`config.mk`:
```
export PLATFORM = sky130hd
export DESIGN_NAME = pepc_div
export DESIGN_NICKNAME = d
export VERILOG_FILES = /design/src/rtl/pepc_pkg.sv /design/src/rtl/pepc_div.sv
export SDC_FILE = /design/constraint.sdc
export NUM_CORES = 1
export LEC_CHECK = 0
export BUFFER_PORTS_ARGS = -buffer_cell sky130_fd_sc_hd__clkbuf_2
export CORE_ASPECT_RATIO = 1.5
export CORE_MARGIN = 2
export CORE_UTILIZATION = 46
export CTS_BUF_LIST = sky130_fd_sc_hd__clkbuf_4
export DETAILED_ROUTE_END_ITERATION = 6
export PLACE_DENSITY = 0.78
export REMOVE_ABC_BUFFERS = 1
export SYNTH_ARGS = -nofsm -noshare
export SYNTH_HDL_FRONTEND = slang
export SYNTH_SLANG_ARGS = --single-unit
```
`constraint.sdc`:
```
create_clock -name clk -period 2 [get_ports clk]
set_input_delay 0.1 -clock clk [delete_from_list [all_inputs] [get_ports clk]]
set_output_delay 0.1 -clock clk [all_outputs]
set_load 0.02 [all_outputs]
```
`src/rtl/pepc_pkg.sv`:
```
// Shared types and constants for the per-exporter protocol counters.
`timescale 1ns / 1ps
package pepc_pkg;
    localparam int TABLE_ENTRIES = 16;
    localparam int NUM_CLASSES   = 4;
    localparam int NUM_KINDS     = 3;
    localparam int ENT_W         = 4;
    localparam int CNT_W         = 64;
    localparam int IVL_W         = 12;
    localparam int STEP_W        = 6;

    localparam logic [1:0] CLS_TCP   = 2'd0;
    localparam logic [1:0] CLS_UDP   = 2'd1;
    localparam logic [1:0] CLS_ICMP  = 2'd2;
    localparam logic [1:0] CLS_OTHER = 2'd3;

    localparam logic [1:0] KIND_FLOW = 2'd0;
    localparam logic [1:0] KIND_PKT  = 2'd1;
    localparam logic [1:0] KIND_BYTE = 2'd2;

    localparam logic [7:0] PROTO_ICMP   = 8'd1;
    localparam logic [7:0] PROTO_TCP    = 8'd6;
    localparam logic [7:0] PROTO_UDP    = 8'd17;
    localparam logic [7:0] PROTO_ICMPV6 = 8'd58;

    localparam logic       OP_UPDATE = 1'b0;
    localparam logic       OP_DUMP   = 1'b1;

    localparam logic       REG_ENABLE   = 1'b0;
    localparam logic       REG_INTERVAL = 1'b1;

    typedef logic [NUM_KINDS-1:0][CNT_W-1:0] cnt_kinds_t;
    typedef cnt_kinds_t [NUM_CLASSES-1:0] cnt_set_t;

    // Broadcast control from the top level to every cell.
    typedef struct packed {
        logic        upd;
        logic        any_hit;
        logic        clr;
        logic [1:0]  cls;
        logic [31:0] id;
        logic [31:0] pkts;
        logic [39:0] bytes;
    } cell_ctrl_t;

    function automatic logic [1:0] class_of(input logic [7:0] proto);
        logic [1:0] c;
        c = CLS_OTHER;
        if (proto == PROTO_TCP) c = CLS_TCP;
        else if (proto == PROTO_UDP) c = CLS_UDP;
        else if (proto == PROTO_ICMP || proto == PROTO_ICMPV6) c = CLS_ICMP;
        return c;
    endfunction
endpackage

```
`src/rtl/pepc_div.sv`:
```
// Restoring divider: one quotient bit per step, 64-bit dividend, 12-bit divisor.
`timescale 1ns / 1ps
module pepc_div (
    input  logic                         clk,
    input  logic                         load,
    input  logic                         step,
    input  logic [pepc_pkg::CNT_W-1:0]   dividend,
    input  logic [pepc_pkg::IVL_W-1:0]   divisor,
    output logic [pepc_pkg::CNT_W-1:0]   quotient
);
    logic [pepc_pkg::CNT_W-1:0] q_reg;
    logic [pepc_pkg::IVL_W-1:0] r_reg;
    logic [pepc_pkg::IVL_W:0]   r_shift;
    logic [pepc_pkg::IVL_W:0]   r_diff;

    assign r_shift  = {r_reg, q_reg[pepc_pkg::CNT_W-1]};
    assign r_diff   = r_shift - {1'b0, divisor};
    assign quotient = q_reg;

    always_ff @(posedge clk)
    begin
        if (load)
        begin
            q_reg <= dividend;
            r_reg <= '0;
        end
        else if (step)
        begin
            if (r_shift >= {1'b0, divisor})
            begin
                r_reg <= r_diff[pepc_pkg::IVL_W-1:0];
                q_reg <= {q_reg[pepc_pkg::CNT_W-2:0], 1'b1};
            end
            else
            begin
                r_reg <= r_shift[pepc_pkg::IVL_W-1:0];
                q_reg <= {q_reg[pepc_pkg::CNT_W-2:0], 1'b0};
            end
        end
    end
endmodule

```
* Word level (Yosys, flattened, before mapping)
Index checks and enable logic that the tools add are counted. W data, S select, Z words.
Word-level totals: RAM bits 0, input port bits 79, memories kept 0, flip-flop bits (word level) 76, logic and storage cells 9, latch bits 0, output and inout bits 64, memory bits (read-only) 0
Cells by class: add/sub/neg operators 1, divide/modulo/power cells 0, eq/ne operators 0, shift operators 0, muxes and demuxes 4, multipliers 0, reduce and logical (&&, ||, !) cells 1, order comparisons 1, bitwise logic cells 0
Operator list (number):
- $mux W64 | 2
- $ge A13 B12 Y1 | 1
- $mux W12 | 1
- $sub A12 B12 Y12 | 1
- $reduce_bool A2 Y1 | 1
- $mux W1 | 1

* Longest topological paths before layout
word-level depth 4, mapped depth 10

* Worst setup path after synthesis
Ideal clock, no wire load.
path kind reg-to-reg, from reg q_reg (netlist bit quotient[63]), to reg r_reg[10] (netlist name), buffers on the path 0, library setup time 0.088 ns, path slack -0.313 ns, data arrival time 2.225 ns, cell stages (with the launch flop) 10, clock period less this slack 2.313 ns, data required time 1.912 ns, cell sequence edfxtp_1 inv_1 ha_1 fa_1 nor2b_1 o21bai_1 a21o_1 a2111oi_2 o31ai_1 a311oi_2
On the way: longest elaborated chain between the ends 2, elaborated cells between the ends (all ways) 3
Ends and longest elaborated chain:
- from (decl) | line pepc_div.sv:11 | logic [pepc_pkg::CNT_W-1:0] q_reg;
- from (signal assigned) | line pepc_div.sv:24 | q_reg <= dividend;
- from (signal assigned) | line pepc_div.sv:32 | q_reg <= {q_reg[pepc_pkg::CNT_W-2:0], 1'b1};
- from (signal assigned) | line pepc_div.sv:37 | q_reg <= {q_reg[pepc_pkg::CNT_W-2:0], 1'b0};
- $sub A12 B12 Y12 or $ge A13 B12 Y1 (tied branches) | line pepc_div.sv:17, pepc_div.sv:29
- $mux W12 (*) | line pepc_div.sv:29 | if (r_shift >= {1'b0, divisor})
- to (signal assigned) | line pepc_div.sv:31 | r_reg <= r_diff[pepc_pkg::IVL_W-1:0];
- to (signal assigned) | line pepc_div.sv:36 | r_reg <= r_shift[pepc_pkg::IVL_W-1:0];
- to (decl) | line pepc_div.sv:12 | logic [pepc_pkg::IVL_W-1:0] r_reg;
Every way passes the cells marked *; elsewhere a longest branch is shown, timed or not. A chain may end at the register's enable or synchronous reset.

* Final worst setup path
Ends and elaborated chain as after synthesis.

==> flow_metrics.tcl <==
set metrics [dict create \
    critPathLaunchType "register" \
    clk_path_buf_depth 2 \
    syn_area_mm2 0.00394 \
    p_seq_share_pct 45.3 \
    drt-vias-per-instance 5.17 \
    combPwrFrac_pct 31.8 \
    hold_path.class "in -> reg" \
    cp-endpoint "r_reg[10]$_SDFFE_PP0P_" \
    finalWeightedCongestion 0.837 \
    wl_per_cell_um 17.3 \
    drt-total-wl_mm 11.3 \
    arrival_ns 2.51 \
    reg2regPathDepth 9 \
    via_count 3378 \
    worstMarginPinSlew_ns 0.466 \
    most-common-layout-cells "141 x clkbuf_2, 64 x mux2_2, 64 x edfxtp_1" \
    hold_viol_final 0 \
    layout_setup_ws_ns -0.181 \
    fp.dieArea_mm2 0.00935 \
    initial_core_util_pct 47.2 \
    report.final.slew_viol_count 0 \
    holdWs_ns 0.0701 \
    core_area_mm2 0.00836 \
    fin_nets 634 \
    clkPwrFrac_pct 23.0 \
    synth-seq-area-share_pct 54.8 \
    ios 143 \
    async_flop_share_pct 0 \
    grt_pass1_vias 3471 \
    cts.reportedPaths.clkPinSlew_ns 0.12 \
    insertedDiodeCount 0 \
    rows 41 \
    outcome "finished, violations left" \
    maxCapViolations 0 \
    violations "negative setup slack" \
    fin_skew_ns 0.0128 \
    largest_reg_flops 64 \
    end_kind "register" \
    antenna_found_initial 0 \
    route.detailed.drc 0 \
    ys_types 49 \
    stdcell_count 654 \
    fp.dieW_um 79.6 \
    numClockSinks 76 \
    p_int_mw 3.12 \
    rrSetupSlack_ns -0.18 \
    power_switching_share_pct 30.6 \
    drt.antenna.violating_nets 0 \
    area_delta_synth_final_pct 55.3 \
    netSwitchingPower_mw 1.38 \
    synthCells 300 \
    power_density_mw_per_mm2 734 \
    numCtsBuffers 9 \
    dr.pass1.iters 4 \
    fmax_ghz 0.458 \
    grt_pass1_wl_mm 16.7 \
    critical_path_class "reg -> reg" \
    period_needed_ns 2.18 \
    grt.overflow.total 0 \
    dpl.cell_count 567 \
    synth-main-ff-cell "edfxtp_1" \
    cts-root-buf "clkbuf_4" \
    fin_crit_sh_pct 109 \
    cts_tree "yes" \
    drt_iter0_markers 145 \
    ys_warn_count 0 \
    vdd_drop_max_mv 0.380 \
    rsz0062_at_grt "true" \
    die_y_um 117 \
    ys_ff_latch 76 \
    relSlewSlack_pct 68.9 \
    p_leak_nw 2.63 \
    post_route_cells_drive_above_1_share_pct 55.8 \
    insertion_delay_ns 0.40 \
    cp_max_fo 2 \
    grt_use_total_pct 23.2 \
    grt_max_degree 37 \
    worstPathRequired_ns 2.33 \
    rr_endpoint "r_reg[10]$_SDFFE_PP0P_" \
    timing.rr.start "quotient[63]$_DFFE_PP_" \
    portBuffers 142 \
    h-tree-depth 3 \
    place_hpwl_mm 6.94 \
    startpoint "quotient[63]$_DFFE_PP_" \
    synth.avg_cell_area_um2 13.1 \
    setup_viol 9 \
    final_common_cell "clkbuf_2" \
    synth-edff-count 64 \
]
[stage by stage]
stage	setup TNS [ns]	cell area [um2]	utilization [%]	worst slack (ns)	total power, mW
detailed placement	-0.672	5000	59.8	-0.275	3.19
finish	-0.524	6130	73.3	-0.181	4.50
global route	-1.42	6130	73.3	-0.276	4.70
floorplan	-0.555	3880	-	-0.313	2.71
global placement	-0.354	5000	59.8	-0.212	3.15
CTS	-0.360	5900	70.6	-0.124	4.38
[layout make-up]
cell class                 instances  area, um2
fill                             513       2240
sequential                        76       2170
multi-input combinational        192       1900
timing repair buffer             244       1700
tap                              107        134
clock inverter                     7       90.1
inverter                          19       71.3
clock buffer                       9       67.6
[power groups by stage]
stage	clock (mW)	sequential [mW]	combinational [mW]
global placement	0	2.04	1.11
global route	1.12	2.05	1.52
CTS	1.07	2.02	1.29
floorplan	0	2.22	0.493
detailed placement	0	2.05	1.13
finish	1.03	2.04	1.43
[synthesized netlist by cell type (4+ instances only)]
cell type | number | share of area [%]
edfxtp_1 | 64 | 49
ha_1 | 12 | 3.8
o21ai_0 | 5 | 0.63
a21oi_1 | 6 | 0.76
a311oi_2 | 5 | 1.9
nand2_1 | 20 | 1.9
buf_1 | 4 | 0.38
a311oi_1 | 4 | 0.89
inv_1 | 19 | 1.8
nand3_1 | 9 | 1.1
clkbuf_1 | 7 | 0.67
mux2_2 | 64 | 18
nor2_1 | 18 | 1.7
dfxtp_1 | 12 | 6.1
[cells by family (layout without fill, tap and decap cells)]
kind of cell               count (synthesis)  in the layout  share of synthesized area [%]
DFF                                       76             76                           54.8
adders and majority gates                 13             13                           4.31
muxes                                     66             66                           18.8
and+or+nand+nor                           63             64                           7.46
AOI/OAI and AO/OA                         45             45                           10.3
buffers and inverters                     33            279                           3.39
xor gates and xnor gates                   4              4                          0.888
[worst min path at each step]
stage | startpoint | slack [ns] | end | cells past startpoint
floorplan | load | 0.17 | r_reg[10]$_SDFFE_PP0P_ | 1
global placement | dividend[55] | 0.40 | quotient[55]$_DFFE_PP_ | 2
detailed placement | dividend[27] | 0.41 | quotient[27]$_DFFE_PP_ | 2
CTS | dividend[63] | 0.02 | quotient[63]$_DFFE_PP_ | 2
global route | dividend[63] | 0.02 | quotient[63]$_DFFE_PP_ | 2
finish | dividend[63] | 0.07 | quotient[63]$_DFFE_PP_ | 2
[metal layers]
metal	GRT usage (%)	vias to the layer above	part of all wire, %
met1	25.6	1590	39
li1	-	1615	-
met3	5.23	30	5.9
met4	10.0	0	3.0
met5	0	-	0
met2	41.5	143	52
[critical path, cell delays in order (launching register included)]
cell and delay [ns]:
edfxtp_1 0.38, inv_2 0.06, ha_4 0.16, fa_2 0.42
nor2b_4 0.13, o21bai_2 0.08, a21o_1 0.21, a2111oi_4 0.32
o31ai_2 0.11, a311oi_2 0.23
[what timing repair did]
| action | in CTS | in global routing |
|---|---|---|
| hold buffers | 63 | 0 |
| setup buffers | 6 | 5 |
| resized for setup | 19 | 37 |
| gates cloned | 1 | 0 |
| endpoints found under the hold margin | 63 | 0 |
| pin swaps | 15 | 14 |
| endpoints found under the setup margin | 11 | 12 |
No activity file was read; power rests on OpenSTA's default activity.
