**src/rtl/pepc_pkg.sv**
```systemverilog
// Shared types and constants for the per-exporter protocol counters.
`timescale 1ns / 1ps
package pepc_pkg;
    localparam int TABLE_ENTRIES = 16;
    localparam int NUM_CLASSES   = 4;
    localparam int NUM_KINDS     = 3;
    localparam int ENT_W         = 4;
    localparam int CNT_W         = 64;
    localparam int IVL_W         = 12;
    localparam int STEP_W        = 6;

    localparam logic [1:0] CLS_TCP   = 2'd0;
    localparam logic [1:0] CLS_UDP   = 2'd1;
    localparam logic [1:0] CLS_ICMP  = 2'd2;
    localparam logic [1:0] CLS_OTHER = 2'd3;

    localparam logic [1:0] KIND_FLOW = 2'd0;
    localparam logic [1:0] KIND_PKT  = 2'd1;
    localparam logic [1:0] KIND_BYTE = 2'd2;

    localparam logic [7:0] PROTO_ICMP   = 8'd1;
    localparam logic [7:0] PROTO_TCP    = 8'd6;
    localparam logic [7:0] PROTO_UDP    = 8'd17;
    localparam logic [7:0] PROTO_ICMPV6 = 8'd58;

    localparam logic       OP_UPDATE = 1'b0;
    localparam logic       OP_DUMP   = 1'b1;

    localparam logic       REG_ENABLE   = 1'b0;
    localparam logic       REG_INTERVAL = 1'b1;

    typedef logic [NUM_KINDS-1:0][CNT_W-1:0] cnt_kinds_t;
    typedef cnt_kinds_t [NUM_CLASSES-1:0] cnt_set_t;

    // Broadcast control from the top level to every cell.
    typedef struct packed {
        logic        upd;
        logic        any_hit;
        logic        clr;
        logic [1:0]  cls;
        logic [31:0] id;
        logic [31:0] pkts;
        logic [39:0] bytes;
    } cell_ctrl_t;

    function automatic logic [1:0] class_of(input logic [7:0] proto);
        logic [1:0] c;
        c = CLS_OTHER;
        if (proto == PROTO_TCP) c = CLS_TCP;
        else if (proto == PROTO_UDP) c = CLS_UDP;
        else if (proto == PROTO_ICMP || proto == PROTO_ICMPV6) c = CLS_ICMP;
        return c;
    endfunction
endpackage

```
**src/rtl/pepc_cell.sv**
```systemverilog
// One table cell: exporter id, valid bit and the twelve traffic counters.
`timescale 1ns / 1ps
module pepc_cell (
    input  logic                  clk,
    input  logic                  rst_n,
    input  pepc_pkg::cell_ctrl_t  ctrl,
    input  logic                  clr_sel,
    input  logic                  prev_valid,
    output logic                  valid,
    output logic                  hit,
    output logic [31:0]           id,
    output pepc_pkg::cnt_set_t    cnts
);
    logic                 valid_reg;
    logic [31:0]          id_reg;
    pepc_pkg::cnt_set_t   cnt_reg;
    pepc_pkg::cnt_set_t   cnt_next;
    logic                 alloc;
    logic                 bump;

    assign hit   = valid_reg && (id_reg == ctrl.id);
    // First empty cell behind a filled neighbor takes a new exporter.
    assign alloc = ctrl.upd && !ctrl.any_hit && prev_valid && !valid_reg;
    assign bump  = ctrl.upd && (hit || alloc);
    assign valid = valid_reg;
    assign id    = id_reg;
    assign cnts  = cnt_reg;

    always_comb
    begin
        cnt_next = cnt_reg;
        if (bump)
        begin
            cnt_next[ctrl.cls][pepc_pkg::KIND_FLOW] =
                cnt_reg[ctrl.cls][pepc_pkg::KIND_FLOW] + 64'd1;
            cnt_next[ctrl.cls][pepc_pkg::KIND_PKT] =
                cnt_reg[ctrl.cls][pepc_pkg::KIND_PKT] + {32'd0, ctrl.pkts};
            cnt_next[ctrl.cls][pepc_pkg::KIND_BYTE] =
                cnt_reg[ctrl.cls][pepc_pkg::KIND_BYTE] + {24'd0, ctrl.bytes};
        end
        else if (ctrl.clr && clr_sel)
        begin
            cnt_next[ctrl.cls] = '0;
        end
    end

    always_ff @(posedge clk or negedge rst_n)
    begin
        if (!rst_n)
        begin
            valid_reg <= 1'b0;
            cnt_reg   <= '0;
        end
        else
        begin
            cnt_reg <= cnt_next;
            if (alloc)
            begin
                valid_reg <= 1'b1;
            end
        end
    end

    always_ff @(posedge clk)
    begin
        if (alloc)
        begin
            id_reg <= ctrl.id;
        end
    end
endmodule

```
**config.mk**
```make
export PLATFORM = sky130hd
export DESIGN_NAME = pepc_cell
export DESIGN_NICKNAME = d
export VERILOG_FILES = /design/src/rtl/pepc_pkg.sv /design/src/rtl/pepc_cell.sv
export SDC_FILE = /design/constraint.sdc
export NUM_CORES = 2
export LEC_CHECK = 0
export ABC_AREA = 1
export BUFFER_PORTS_ARGS = -buffer_cell sky130_fd_sc_hd__buf_2
export CAP_MARGIN = 20
export CORE_AREA = 2 2 360 362
export CTS_CLUSTER_SIZE = 28
export DETAILED_ROUTE_END_ITERATION = 6
export DIE_AREA = 0 0 362 364
export MAX_ROUTING_LAYER = met4
export SLEW_MARGIN = 20
export SYNTH_ARGS = -nofsm -noshare
export SYNTH_HDL_FRONTEND = slang
export SYNTH_SLANG_ARGS = --single-unit
export TNS_END_PERCENT = 100
```
**constraint.sdc**
```tcl
create_clock -name clk -period 5.92 [get_ports clk]
set_input_delay 0.296 -clock clk [delete_from_list [all_inputs] [get_ports clk]]
set_output_delay 0.296 -clock clk [all_outputs]
set_load 0.02 [all_outputs]
```
======== Word-level counts from Yosys, hierarchy flattened ========
Index checks and enable logic that the tools add are counted.
storage, ports and cells
  register bits after elaboration ......... 801
  bits of input ports ..................... 113
  output and inout bits ................... 802
  word-level logic and storage cells ...... 48
cells by class
  add/subtract/negate cells ............... 3
  order comparisons ....................... 2
  equal/unequal tests ..................... 1
  mux-type cells .......................... 15
  bitwise operators ....................... 2
  reduce and logical (&&, ||, !) cells .... 11
operators with widths
  cell                   number
  $bwmux 768             3
  $demux 192 s2          4
  $mux 768               2
  $and 768x768->768      1
  $not 768->768          1
  $mux 192               3
  $bmux 192 s2           1
  $mux 128               1
  $add 64x1->64 const B  1
  $add 64x32->64         1
  $add 64x40->64         1
  $mux 64                1
  $eq 32x32->1           1
  $logic_and 1x1->1      7
  $lt 2x3->1 const B     1
  $ge 2x1->1 const B     1
  $logic_not 1->1        2
  $reduce_bool 2->1      1
  $logic_or 1x1->1       1

======== Logic depth before layout (Yosys ltp) ========
  word-level depth ........................ 8
  depth in mapped cells ................... 28
  gate-level depth less buffers ........... 22

======== Worst setup path before layout ========
No wires, ideal clock.
  path type ............................... input-to-reg
  from .................................... input ctrl[105] (netlist bit)
  to ...................................... register cnt_reg, in the netlist cnts[116]
  setup time .............................. 118 ps
  arrival time ............................ 3436 ps
  required time ........................... 5802 ps
  slack ................................... 2366 ps
  cell stages on the path ................. 25
  buffers on the path ..................... 5
  cell sequence ........................... buf_4 -> nor2_8 -> buf_2 -> buf_2 -> clkbuf_1 -> buf_1 -> a22oi_1 -> nand3_1 -> ha_1 -> inv_1 -> fa_1 -> inv_1 -> nand3_1 -> nand2_1 -> nand2_1 -> nand2_1 -> nand2_1 -> nand2_1 -> nand2_1 -> nand2_1 -> nand3_1 -> nand2_1 -> nand2_1 -> nand3_1 -> nand2_1
between the ends
  longest elaborated chain between the ends .. 8
  elaborated cells on any way between the ends .. 21
  those cells by class .................... add/sub: 3; order compare: 2; mux: 13; bitwise: 2; reduce/logical: 1
RTL lines
  element                                                line             text
  from (decl)                                            pepc_cell.sv:6   input pepc_pkg::cell_ctrl_t ctrl,
  branches (longest 7 deep; another with $add 64x1->64)  -
  $mux 768 (*)                                           pepc_cell.sv:32  if (bump)
  to (signal assigned)                                   pepc_cell.sv:56  cnt_reg <= cnt_next;
  to (decl)                                              pepc_cell.sv:16  pepc_pkg::cnt_set_t cnt_reg;
Mark *: on every way between the ends. The select of a mux whose other input is x is not followed.
A chain may end at the register's enable or synchronous reset.

======== Worst setup path in the final report ========
  from .................................... input ctrl[105] (netlist bit)
  to ...................................... register cnt_reg, in the netlist cnts[684]
Same word-level chain as after synthesis.

==> results.md <==
- Die Area: 132000 µm²
- EDFF count, synth: 32
- Setup TNS: 0 ns
- # DRC: 1
- DR vias/cell: 5.34
- Final Hold Viols: 0
- Initial antenna violation count: 12
- CTS Buf Count: 94
- Peak VDD IR: 230 µV
- Area grow syn2layout: 21.3%
- Synth Instances: 6822
- Kind of end point of the critical path: flop
- Pre-CTS setup slack: 1.28 ns
- Initial DRC count: 5524
- Vias in the first global route: 47300
- Drt total wl: 225 mm
- Syn nets: 7010
- Pwr Total: 12.2 mW
- Critical Path Start: ctrl[105]
- CTS tree: done
- Max reg flops: 768
- Initial Utilization: 0.360
- Placer Congestion: 1.02
- # port buffers: 914
- First-pass iteration count of the detailed router: 7
- Final setup violation count: 0
- Root Buffer: clkbuf_16
- Rows: 132
- Max Freq: 250 MHz
- Total grt overflow: 0
- Post-layout min period: 4.00 ns
- Fin Hold WS: 0.0529 ns
- Global-route wire length before repair: 324 mm
- Yosys reg bits: 801
- Commonest non-fill, non-tap cells in the layout: nand2_1, buf_2, dfrtp_1
- Crit share post-route: 0.675
- R2R setup slack: 2.09 ns
- Metal3 WL: 20.4 mm
- Worst skew pair latency: 0.72 ns
- Post-route cell area: 56000 µm²
- CTS H-tree lvls: 3
- Synth Flop Type: dfrtp_1
- Area of the core: 128000 µm²
- Crit Path Category: in2reg
- Setup ws final: 1.92 ns
- Hold Path Depth: 4
- Met1 wire length: 93.6 mm
- Placement Cell Area: 52500 µm²
- Crit Reg-Reg Startpoint: id[21]
- PwrDens: 218 nW/µm²
- Failing checks: DRC
- Antenna violation net count after detailed routing: 0
- Final Slew Violations: 0
- Hpwl dp: 165 mm
- Clk slew on worst S/H paths: 0.06 ns
- RSZ-0062 raised after global routing: no
- Unique cell type count in the Yosys netlist: 43
- CP endpoint: cnts[684]
- Critical Path Fanout Max: 108
- Max-cap violations: 0
- Worst-Margin Slew: 1.03 ns
- Final Core Density: 0.437
- Status: finished with violations
- Layout cells sized above 1: 0.153
- Avg Cell Area, Syn: 6.77 µm²
- DP Cell Count: 9205
- Sequential share of the synthesized area: 0.437
- P_leak: 32.0 nW
- YS warnings: 0
- Die height: 364 µm
- Max-slew headroom: 0.309
- Clk_skew: 0.0366 ns
- Vias: 50300
- Sink Count: 801
- Worst hold path type: in2reg
- Req. time, crit path: 6.57 ns
- Worst Path Arrival: 4.65 ns
- WL per Instance: 23.9 µm
- WL met2: 100 mm
- Nets: 7848
- Commonest non-fill, non-tap cell in the layout: nand2_1
- Mapped Area: 46200 µm²
- Gr usage total: 0.342
- Max Used Layer: met4
- Async SR Flop Fraction: 0.960
- Largest net degree at the start of global routing: 164
- Die X: 362 µm
- Critical register-to-register path endpoint: cnts[6]
- Non-Filler Instances: 9421
- R2R cell count: 12
- Max Root-Sink Buffers: 3
- # IOs: 915
- Worst Setup Start Kind: input port
==> worst min path at each step <==
stage | startpoint | endpoint | slack (ns)
6_report | ctrl[40] | cnts[64] | 0.05
5_1_grt | ctrl[40] | cnts[448] | 0.04
4_1_cts | ctrl[40] | cnts[64] | 0.005
3_5_place_dp | rst_n | cnts[751] | 0.37
3_3_place_gp | rst_n | cnts[751] | 0.37
2_1_floorplan | rst_n | cnts[0] | 0.0004
==> critical path, cell delays in order <==
cell,delay [ns]
buf_4,0.44
inv_4,0.32
nor2_4,0.22
buf_12,0.58
nand2_1,0.11
nand3_1,0.12
ha_1,0.25
inv_1,0.09
fa_1,0.43
inv_1,0.10
nand3_1,0.07
nand2_1,0.14
nand2_1,0.07
nand2_1,0.19
nand2_1,0.08
nand2_1,0.13
nand2_1,0.07
nand2_1,0.24
nand2_1,0.15
nand2_1,0.08
nand3_1,0.06
nand2_1,0.12
nand2_1,0.07
nand2_1,0.08
==> Yosys cell counts, types with 2 or more instances <==
master	count	area [µm²]
a22oi_1	112	841
and2_1	2	12.5
nor3_1	13	65.1
buf_1	27	101
nand2_2	3	18.8
a21oi_1	72	360
xor2_2	5	81.3
inv_1	441	1660
o21ai_0	374	1870
nor4_1	2	12.5
clkbuf_1	173	649
nor2_1	528	1980
buf_2	39	195
nand2_1	3467	13000
ha_1	73	913
a22o_1	3	26.3
o21bai_1	9	67.6
buf_6	7	78.8
nand3b_1	26	195
or2_2	8	50.1
nor2_4	4	45.0
buf_4	22	165
edfxtp_1	32	961
and3_1	3	18.8
a21boi_0	2	15.0
nand4_1	38	238
o21ai_1	4	20.0
fa_1	2	40.0
dfrtp_1	769	19200
clkinv_1	2	7.51
nand3_1	424	2120
xnor2_1	65	569
a221oi_1	3	26.3
xor2_1	33	289
inv_2	3	11.3
o2111ai_1	2	17.5
nor2_2	24	150
==> area by class of cell <==
cell class              count  area (µm²)
flip-flops and latches    801       20200
diodes                     10        25.0
fillers                 13500       72300
clock buffers             138        2740
inverters                 447        1690
well taps                1675        2100
clock inverters            34         410
multi-input cells        5306       23200
repair buffers           1010        5640
==> kinds of logic (layout without fill, tap and decap cells) <==
family | count (synthesis) | in the layout | share of synthesized area
adders and majority gates | 75 | 75 | 0.0206
other | 0 | 10 | 0
DFF | 801 | 801 | 0.437
AOI/OAI and AO/OA | 585 | 585 | 0.0709
buffers and inverters | 715 | 1629 | 0.0621
and+or+nand+nor | 4543 | 4543 | 0.389
xor gates and xnor gates | 103 | 103 | 0.0203
==> power breakdown <==
group | switching, mW | internal [mW]
logic | 0.534 | 0.147
clock network | 2.54 | 3.48
registers | 0.00281 | 5.51
total | 3.08 | 9.13
==> per-layer routing <==
layer	up-vias	track usage
met4	0	0.147
met2	2554	0.518
li1	23100	-
met1	24200	0.445
met5	-	-
met3	446	0.0660
==> timing repair <==
item | 4_1_cts | 5_1_grt
gates resized for setup | 0 | 0
hold endpoints to repair | 101 | 0
hold buffers | 34 | 0
setup buffers | 0 | 0
(Power assumes the default switching activity.)
